$ cat src/rtl/ffa_pkg.sv
// Types, constants and codes shared by the first-fit heap allocator modules.
package ffa_pkg;

   localparam int HEAP_UNITS = 4096;
   localparam int ADDR_W = 12;
   localparam int LINK_W = 13;
   localparam int NEED_W = 14;
   localparam int BYTES_W = 16;

   localparam logic [LINK_W-1:0] END_CODE = LINK_W'(HEAP_UNITS);
   localparam logic [LINK_W-1:0] STEP_MAX = LINK_W'(HEAP_UNITS);
   localparam logic [LINK_W-1:0] HEAP_MIN = LINK_W'(2);

   localparam logic [1:0] STATUS_OK = 2'd0;
   localparam logic [1:0] STATUS_OOM = 2'd1;
   localparam logic [1:0] STATUS_ZERO = 2'd2;

   localparam logic MODE_ALLOC = 1'b0;

   typedef struct packed {
      logic mode;
      logic [BYTES_W-1:0] request_bytes;
      logic [ADDR_W-1:0] release_addr;
   } ffa_req_type;

   typedef struct packed {
      logic [ADDR_W-1:0] block_addr;
      logic [1:0] status;
      logic [LINK_W-1:0] free_units;
      logic [LINK_W-1:0] min_free_units;
   } ffa_rsp_type;

   typedef enum logic [3:0] {
      ST_INIT,
      ST_IDLE,
      ST_DECODE,
      ST_A_ISSUE,
      ST_A_EVAL,
      ST_A_SPLIT2,
      ST_F_RDF,
      ST_F_GOTF,
      ST_F_FRONT2,
      ST_F_ISSUE,
      ST_F_EVAL,
      ST_F_GROW2,
      ST_F_TAIL,
      ST_RESP
   } ffa_state_type;

   typedef enum logic [4:0] {
      OP_NONE,
      OP_INIT,
      OP_CSR,
      OP_LATCH,
      OP_ZERO,
      OP_OOM,
      OP_RD_CUR,
      OP_NEXT,
      OP_A_UNLINK,
      OP_A_SPLIT1,
      OP_A_SPLIT2,
      OP_RD_F,
      OP_F_EMPTY,
      OP_F_FRONT,
      OP_F_SAVE,
      OP_F_FRONT2,
      OP_F_LINKPREV,
      OP_F_JOIN,
      OP_F_GROW,
      OP_F_MERGE_UP
   } ffa_op_type;

   typedef struct packed {
      logic mode;
      logic bytes_zero;
      logic bad_free;
      logic a_walk_done;
      logic fits;
      logic exact;
      logic head_end;
      logic head_above;
      logic fwalk_go;
      logic stop_here;
      logic adjacent;
      logic g_eq;
   } ffa_status_type;

endpackage

$ cat src/rtl/ffa_controller.sv
// Controller state machine that sequences allocate, free and rebuild operations.
module ffa_controller import ffa_pkg::*; (
   input  logic           clock,
   input  logic           reset,
   input  logic           start,
   input  logic           csr_valid,
   input  ffa_status_type status,
   output ffa_op_type     op,
   output logic           busy,
   output logic           csr_ready,
   output logic           rsp_valid
);

   ffa_state_type state_ff, state_in;

   always_comb begin
      state_in = state_ff;
      case (state_ff)
         ST_INIT: state_in = ST_IDLE;
         ST_IDLE: begin
            if (start) begin
               state_in = ST_DECODE;
            end else if (csr_valid) begin
               state_in = ST_INIT;
            end
         end
         ST_DECODE: begin
            if (status.mode == MODE_ALLOC) begin
               state_in = status.bytes_zero ? ST_RESP : ST_A_ISSUE;
            end else begin
               state_in = status.bad_free ? ST_RESP : ST_F_RDF;
            end
         end
         ST_A_ISSUE: state_in = status.a_walk_done ? ST_RESP : ST_A_EVAL;
         ST_A_EVAL: begin
            if (!status.fits) begin
               state_in = ST_A_ISSUE;
            end else if (status.exact) begin
               state_in = ST_RESP;
            end else begin
               state_in = ST_A_SPLIT2;
            end
         end
         ST_A_SPLIT2: state_in = ST_RESP;
         ST_F_RDF: state_in = ST_F_GOTF;
         ST_F_GOTF: begin
            if (status.head_end) begin
               state_in = ST_RESP;
            end else if (status.head_above) begin
               state_in = ST_F_FRONT2;
            end else begin
               state_in = ST_F_ISSUE;
            end
         end
         ST_F_FRONT2: state_in = ST_RESP;
         ST_F_ISSUE: begin
            if (status.fwalk_go) begin
               state_in = ST_F_EVAL;
            end else if (status.stop_here) begin
               state_in = ST_RESP;
            end else begin
               state_in = ST_F_TAIL;
            end
         end
         ST_F_EVAL: state_in = status.adjacent ? ST_F_GROW2 : ST_F_ISSUE;
         ST_F_GROW2: state_in = ST_RESP;
         ST_F_TAIL: state_in = ST_RESP;
         ST_RESP: state_in = ST_IDLE;
         default: state_in = ST_INIT;
      endcase
   end

   always_comb begin
      op = OP_NONE;
      busy = 1'b1;
      csr_ready = 1'b0;
      rsp_valid = 1'b0;
      case (state_ff)
         ST_INIT: op = OP_INIT;
         ST_IDLE: begin
            busy = 1'b0;
            csr_ready = !start;
            if (start) begin
               op = OP_LATCH;
            end else if (csr_valid) begin
               op = OP_CSR;
            end
         end
         ST_DECODE: begin
            if (status.mode == MODE_ALLOC) begin
               op = status.bytes_zero ? OP_ZERO : OP_NONE;
            end else begin
               op = status.bad_free ? OP_NONE : OP_RD_F;
            end
         end
         ST_A_ISSUE: op = status.a_walk_done ? OP_OOM : OP_RD_CUR;
         ST_A_EVAL: begin
            if (!status.fits) begin
               op = OP_NEXT;
            end else if (status.exact) begin
               op = OP_A_UNLINK;
            end else begin
               op = OP_A_SPLIT1;
            end
         end
         ST_A_SPLIT2: op = OP_A_SPLIT2;
         ST_F_RDF: op = OP_RD_F;
         ST_F_GOTF: begin
            if (status.head_end) begin
               op = OP_F_EMPTY;
            end else if (status.head_above) begin
               op = OP_F_FRONT;
            end else begin
               op = OP_F_SAVE;
            end
         end
         ST_F_FRONT2: op = OP_F_FRONT2;
         ST_F_ISSUE: begin
            if (status.fwalk_go) begin
               op = OP_RD_CUR;
            end else if (!status.stop_here) begin
               op = OP_F_LINKPREV;
            end
         end
         ST_F_EVAL: op = status.adjacent ? OP_F_GROW : OP_NEXT;
         ST_F_GROW2: op = status.g_eq ? OP_F_MERGE_UP : OP_NONE;
         ST_F_TAIL: op = OP_F_JOIN;
         ST_RESP: rsp_valid = 1'b1;
         default: op = OP_NONE;
      endcase
   end

   always_ff @(posedge clock) begin
      if (reset) begin
         state_ff <= ST_INIT;
      end else begin
         state_ff <= state_in;
      end
   end

endmodule

$ cat config.mk
export PLATFORM = sky130hd
export DESIGN_NAME = ffa_controller
export DESIGN_NICKNAME = d
export VERILOG_FILES = /design/src/rtl/ffa_pkg.sv /design/src/rtl/ffa_controller.sv
export SDC_FILE = /design/constraint.sdc
export NUM_CORES = 1
export LEC_CHECK = 0
export BUFFER_PORTS_ARGS = -buffer_cell sky130_fd_sc_hd__buf_2
export CAP_MARGIN = 5
export CORE_MARGIN = 3
export CORE_UTILIZATION = 45
export CTS_CLUSTER_SIZE = 28
export DETAILED_ROUTE_END_ITERATION = 10
export PLACE_DENSITY = 0.73
export SETUP_SLACK_MARGIN = 0.15
export SYNTH_ARGS = -nofsm -noshare
export SYNTH_HDL_FRONTEND = slang
export SYNTH_SLANG_ARGS = --single-unit
$ cat constraint.sdc
create_clock -name clock -period 1.7 [get_ports clock]
set_input_delay 0.34 -clock clock [delete_from_list [all_inputs] [get_ports clock]]
set_output_delay 0.34 -clock clock [all_outputs]
set_load 0.02 [all_outputs]
Word level (Yosys, flattened, before mapping) --
Cells that the tools add are included.
Word-level totals: register bits 4, logic and storage cells 51, input port bits 16
Operators by class: mux-type cells 32, reduce and logical (&&, ||, !) cells 4, eq/ne operators 14
Operators by type and width (count):
- $pmux 5 s13 | 1
- $mux 4 | 11
- $pmux 4 s10 | 1
- $eq 4x4->1 const B | 6
- $mux 5 | 4
- $eq 4x3->1 const B | 4
- $mux 2 | 6
- $mux 3 | 3
- $eq 4x2->1 const B | 2
- $mux 1 | 6
- $eq 4x1->1 const B | 1
- $logic_not 4->1 | 1
- $reduce_or 4->1 | 1
- $ne 3x3->1 const B | 1
- $reduce_or 2->1 | 1
- $logic_not 1->1 | 1

Logic depth before layout (Yosys ltp) --
Gate-level depths: netlist of the first run.
depth after elaboration 3, depth in mapped cells 6, gate-level depth less buffers 4

Worst setup path after synthesis of the first run --
No wires, ideal clock.
path type reg2out, from reg state_ff[1], to out op[2], stages on the path, launching flop included 6, setup slack 0.015 ns, buffers on the path 1, arrival 1.345 ns, cell sequence dfxtp_1 buf_4 inv_2 nor4b_1 a21oi_1 o221ai_1
Between the ends: word-level cells in the longest chain between the ends 2, elaborated cells between the ends (all ways) 14, those cells by class eq/ne: 12; mux: 1; reduce/logical: 1
Ends and longest elaborated chain:
- start, declared | RTL line ffa_controller.sv:14 | ffa_state_type state_ff, state_in;
- start signal, assigned | RTL line ffa_controller.sv:137 | state_ff <= state_in;
- $eq 4x4->1, or another cell as far along | RTL line ffa_controller.sv:78 | case (state_ff)
- $pmux 5 s13 * | RTL line ffa_controller.sv:78
- end, declared | RTL line ffa_controller.sv:8 | output ffa_op_type op,
Every way passes the cells marked *; elsewhere a longest branch is shown, timed or not.

Worst setup path after layout of the first run --
from reg state_ff[3], to out op[1]
The elaborated chain is that of the path after synthesis.

==> results of run 1 <==
-- layer usage --
metal  track usage  wire length, um
met5             0                0
met1        0.3404             1150
met2        0.4708             1381
met3       0.04348              191
met4       0.04678               60
-- layout make-up --
| class | count | share of cell area |
|---|---|---|
| clock buffer | 3 | 0.01844 |
| inverter | 3 | 0.009221 |
| multi-input combinational | 85 | 0.5451 |
| sequential | 4 | 0.07582 |
| tap | 15 | 0.01537 |
| timing repair buffer | 53 | 0.3361 |
-- cells in the mapped netlist, types with 2 or more instances --
| master | n |
|---|---|
| buf_2 | 5 |
| mux2i_1 | 2 |
| dfxtp_1 | 4 |
| nand2b_1 | 5 |
| a22oi_1 | 3 |
| or3_1 | 2 |
| a31oi_1 | 4 |
| o221ai_1 | 2 |
| nor2_1 | 10 |
| nand2_1 | 8 |
| clkbuf_1 | 2 |
| a211oi_1 | 2 |
| nand3_1 | 2 |
| nand4b_1 | 2 |
| o21ai_1 | 2 |
| a21oi_1 | 8 |
| o221a_1 | 2 |
| a21o_1 | 3 |
| o21ai_0 | 3 |
| nor2b_1 | 5 |
| inv_1 | 2 |
-- kinds of logic (layout without fill, tap and decap cells) --
logic type      after synthesis  in the layout  share of synthesized area
buf+inv                      12             59                    0.08834
simple gates                 41             41                     0.3216
mux                           3              3                    0.04417
compound gates               40             40                     0.4205
xor+xnor                      1              1                    0.01237
flops                         4              4                     0.1131
-- path summary, 6_finish.rpt --
kind	startpoint	end	slack [ns]
max reg2reg	state_ff[2]	state_ff[2]	0.02
min reg2reg	state_ff[3]	state_ff[0]	0.73
max	state_ff[3]	op[1]	-0.23
min	reset	state_ff[0]	0.34
-- through the flow --
step	hold WS, ns	worst slack (ns)
after floorplan	0.4554	0.08762
after global placement	0.5742	-0.1088
after detailed placement	0.5897	-0.1308
after CTS	0.3368	-0.2036
after global routing	0.3390	-0.2907
final	0.3428	-0.2284
-- repair_timing --
item | 4_1_cts | 5_1_grt
buffers inserted | 4 | 2
endpoints found under the hold margin | 0 | 0
gates resized for setup | 34 | 8
pin swaps | 9 | 7
endpoints found under the setup margin | 9 | 11
-- where the power goes --
part	total (mW)	leakage, nW	switching, mW	internal, mW
logic	1.73	0.478	0.831	0.904
registers	0.240	0.0353	0.0889	0.151
clock network	0.117	0.0138	0.0382	0.0789
==> metrics.md, run 1 <==
| Metric | Value |
|---|---|
| Final net count | 166 |
| EDFF count, synth | 0 |
| Share of cells above drive strength 1 | 0.5608 |
| CP max stage cell | dfxtp_4 |
| Htree depth | 1 |
| Max Slew Vio Count | 0 |
| RSZ-0062 raised after global routing | true |
| Outcome | finished, violations left |
| Initial antenna violation count | 0 |
| Cell leakage power | 0.5269 nW |
| Unique cell type count in the Yosys netlist | 44 |
| FP Rows | 13 |
| Grt ovf | 0 |
| Die area | 2086 sq um |
| Reg with most FFs | state_ff |
| Port bufs | 23 |
| Synthesized area | 708.2 sq um |
| Worst setup EP type | primary output |
| Placed Cells | 154 |
| Syn Inst Count | 101 |
| WL final | 2784 um |
| Cell area power density | 1713 nW/um^2 |
| Area leader, netlist | dfxtp_1 |
| Hold depth | 2 |
| Final-report hold violation count | 0 |
| Relative slew slack | 0.8200 |
| Starting DRC count in detailed routing | 31 |
| Worst Path Required | 1.36 ns |
| DR WL/cell | 17.08 um |
| Critical path startpoint category | flop |
| #FFs+latches synth | 4 |
| Mapped Avg Cell Area | 7.012 sq um |
| Clock buffer depth | 2 |
| Max reg flops | 4 |
| Vias in the first global route | 913 |
| Hpwl dp | 1808 um |
| Register Area | 92.59 sq um |
| Chip height | 45.67 um |
| CTS Hold Bufs | 0 |
| Arr. time, crit path | 1.59 ns |
| Stages on worst setup path | 5 |
| Commonest non-fill, non-tap cell in the layout | buf_4 |
| Area used by multi-input combinational logic | 665.6 sq um |
| Final Cell Area | 1221 sq um |
| Final Non-Filler Cells | 163 |
| Starting Density | 0.5122 |
| Fmax | 0.5186 GHz |
| Slowest stage delay, CP | 0.36 ns |
| Fin util | 0.8833 |
| Clk_lat worst skew | 0.23 ns |
| Syn Nets | 117 |
| Synth warn | 0 |
| Worst-path clk slew | 0.04 ns |
| Final period util | 1.134 |
| Layout area overhead | 72.44% |
| CP top delay family | simple AND/OR/NAND/NOR gates |
| Buf+Inv Stages, Crit Path | 1 |
| Seq/Total Area, Yosys | 0.1131 |
| Gpl congestion | 0.8394 |
| PnR worst setup slack | -0.2284 ns |
| Routed Antenna Nets | 0 |
| Biggest registers after layout | state_ff (4) |
| Io pins | 24 |
| Setup total negative slack | -0.9457 ns |
| Total track usage | 0.2677 |
| Yosys top cell area share | 0.1131 |
| Post-synthesis async set-or-reset flop share | 0 |
| Worst-Margin Slew | 0.2688 ns |
| Worst-path cell chain | nand2b_1 -> or3_4 -> a21o_1 -> o211ai_1 -> buf_4 |
| # diodes | 0 |
| Commonest non-fill, non-tap cells in the layout | 28 x buf_4, 15 x buf_2, 8 x a21oi_1, 8 x buf_6 |
| Clock buffer count from CTS | 3 |
| Worst Path Max Fanout | 6 |
| Max VDD drop | 0.001205 V |
| FF-to-FF path depth | 7 |
| CTS tree | built |
| DR vias/cell | 6.288 |
| Failing checks | negative setup slack |
| Core area | 1383 sq um |
| Setup Crit Path Kind | reg2out |
| Final min period | 1.928 ns |
| Drt drc | 0 |
| Area contributors post-synth | dfxtp_1 11%, a21oi_1 5.7%, nor2_1 5.3%, nand2b_1 4.4%, nor2b_1 4.4% |
| Design Power | 2.092 mW |
| Most used DFF post-synth | dfxtp_1 |
| Worst hold path class | in2reg |
| Worst Clk Skew | 0.002810 ns |
| Root Driver | clkbuf_4 |
| Via count | 1025 |
| Max-cap violations | 0 |
| First drt pass iteration count | 4 |
| Clock Sinks | 4 |
| Final setup vio count | 7 |
| Wire length of the first global-routing pass | 4098 um |
| Die W | 45.67 um |
| Post-DP Area | 992.2 sq um |
| Largest net degree at the start of global routing | 16 |
| Fillers | 73 |
Power figures use the tool's default switching activity.
==> run 2: changes to the inputs <==
--- a/config.mk
+++ b/config.mk
@@ -7,12 +7,14 @@
 export LEC_CHECK = 0
 export BUFFER_PORTS_ARGS = -buffer_cell sky130_fd_sc_hd__buf_2
 export CAP_MARGIN = 5
+export CELL_PAD_IN_SITES_DETAIL_PLACEMENT = 0
+export CELL_PAD_IN_SITES_GLOBAL_PLACEMENT = 1
 export CORE_MARGIN = 3
-export CORE_UTILIZATION = 45
+export CORE_UTILIZATION = 34
 export CTS_CLUSTER_SIZE = 28
 export DETAILED_ROUTE_END_ITERATION = 10
-export PLACE_DENSITY = 0.73
-export SETUP_SLACK_MARGIN = 0.15
+export PLACE_DENSITY = 0.78
+export SETUP_SLACK_MARGIN = 0.2
 export SYNTH_ARGS = -nofsm -noshare
 export SYNTH_HDL_FRONTEND = slang
 export SYNTH_SLANG_ARGS = --single-unit
==> metrics.md, run 2 (synthesized netlist as in run 1, its figures left out) <==
| Metric | Value |
|---|---|
| Via count | 994 |
| Commonest non-fill, non-tap cell in the layout | buf_4 |
| DR WL/cell | 15.82 um |
| Final period util | 1.117 |
| Fillers | 160 |
| Routed Antenna Nets | 0 |
| CP max stage cell | dfxtp_4 |
| Final Cell Area | 1320 sq um |
| DR vias/cell | 5.648 |
| Buf+Inv Stages, Crit Path | 3 |
| Setup total negative slack | -0.8116 ns |
| Drt drc | 0 |
| Wire length of the first global-routing pass | 4236 um |
| Clock buffer depth | 2 |
| Die area | 2667 sq um |
| Final-report hold violation count | 0 |
| Post-DP Area | 1025 sq um |
| CP most frequent cell | buf_6 |
| Stages on worst setup path | 6 |
| Grt ovf | 0 |
| Worst hold path class | in2reg |
| Worst Path Max Fanout | 8 |
| Max-cap violations | 0 |
| Initial antenna violation count | 0 |
| RSZ-0062 raised after global routing | true |
| Starting Density | 0.3850 |
| Critical path startpoint category | flop |
| Commonest non-fill, non-tap cells in the layout | 25 x buf_4, 15 x buf_2, 12 x buf_6 |
| Dpl ws | -0.06781 ns |
| Final net count | 169 |
| Cell area power density | 1697 nW/um^2 |
| Fmax | 0.5267 GHz |
| Final min period | 1.899 ns |
| Max Slew Vio Count | 0 |
| Hold depth | 2 |
| Share of cells above drive strength 1 | 0.6026 |
| Outcome | finished, violations left |
| Clock buffer count from CTS | 3 |
| Setup Crit Path Kind | reg2out |
| Worst-Margin Slew | 0.2866 ns |
| Max VDD drop | 0.0008497 V |
| Vias in the first global route | 939 |
| # diodes | 0 |
| Final setup vio count | 7 |
| Starting DRC count in detailed routing | 17 |
| CTS Hold Bufs | 0 |
| WL final | 2784 um |
| Total track usage | 0.2083 |
| Worst Clk Skew | 0.006338 ns |
| FF-to-FF path depth | 7 |
| Largest net degree at the start of global routing | 13 |
| Root Driver | clkbuf_4 |
| Fin util | 0.7177 |
| Max reg flops | 4 |
| Clock Sinks | 4 |
| Die W | 51.64 um |
| Htree depth | 1 |
| Slowest stage delay, CP | 0.38 ns |
| PnR worst setup slack | -0.1987 ns |
| Worst-path cell chain | nand2b_4 -> or3_4 -> buf_4 -> buf_6 -> nor2_4 -> buf_6 |
| Worst-path clk slew | 0.04 ns |
| CP top delay family | simple AND/OR/NAND/NOR gates |
| Arr. time, crit path | 1.56 ns |
| Io pins | 24 |
| Layout area overhead | 86.40% |
| Hpwl dp | 1930 um |
| Port bufs | 23 |
| FP Rows | 15 |
| Biggest registers after layout | state_ff (4) |
| First drt pass iteration count | 4 |
| Reg with most FFs | state_ff |
| Chip height | 51.64 um |
| Worst Path Required | 1.36 ns |
| Relative slew slack | 0.8085 |
| Worst setup EP type | primary output |
| Clk_lat worst skew | 0.24 ns |
| CTS tree | built |
| Core area | 1839 sq um |
| Cell leakage power | 0.5523 nW |
| Failing checks | negative setup slack |
| Gpl congestion | 0.8540 |
run 2: through the flow:
| step | std cells | hold WS (ns) | total power, mW |
|---|---|---|---|
| 6_report | 176 | 0.3429 | 2.240 |
| 3_3_place_gp | 164 | 0.5770 | 1.530 |
| 3_5_place_dp | 164 | 0.5880 | 1.553 |
| 2_1_floorplan | 101 | 0.4554 | 1.056 |
| 5_1_grt | 176 | 0.3487 | 2.375 |
| 4_1_cts | 174 | 0.3289 | 2.089 |
run 2: metal layers:
metal | vias up | share of wire | track usage | routed length, um
li1 | 484 | - | - | -
met1 | 480 | 0.45 | 0.2781 | 1251
met2 | 30 | 0.52 | 0.3496 | 1444
met3 | 0 | 0.032 | 0.02865 | 88
met4 | 0 | 0 | 0.05240 | 0
met5 | - | 0 | 0 | 0
run 2: area by class of cell:
class	count	area (sq um)	area share
clock buffer	3	22.52	0.01706
timing repair buffer	56	473.0	0.3583
inverter	3	13.76	0.01043
multi-input combinational	85	684.4	0.5185
sequential	4	95.09	0.07204
tap	25	31.28	0.02370
run 2: timing repair:
item,4_1_cts,5_1_grt
pin swaps,6,11
buffers inserted,7,2
setup endpoints to repair,9,11
cloned,0,0
resized for setup,37,16
run 2: final timing paths:
check,from,to,slack (ns)
setup / recovery,state_ff[2],csr_ready,-0.20
hold / removal,reset,state_ff[0],0.34
setup reg to reg,state_ff[2],state_ff[2],0
hold reg to reg,state_ff[2],state_ff[0],0.65
run 2: power by group:
group	internal [mW]	switching (mW)
Sequential	0.152	0.0840
Combinational	1.01	0.873
Clock	0.0792	0.0418
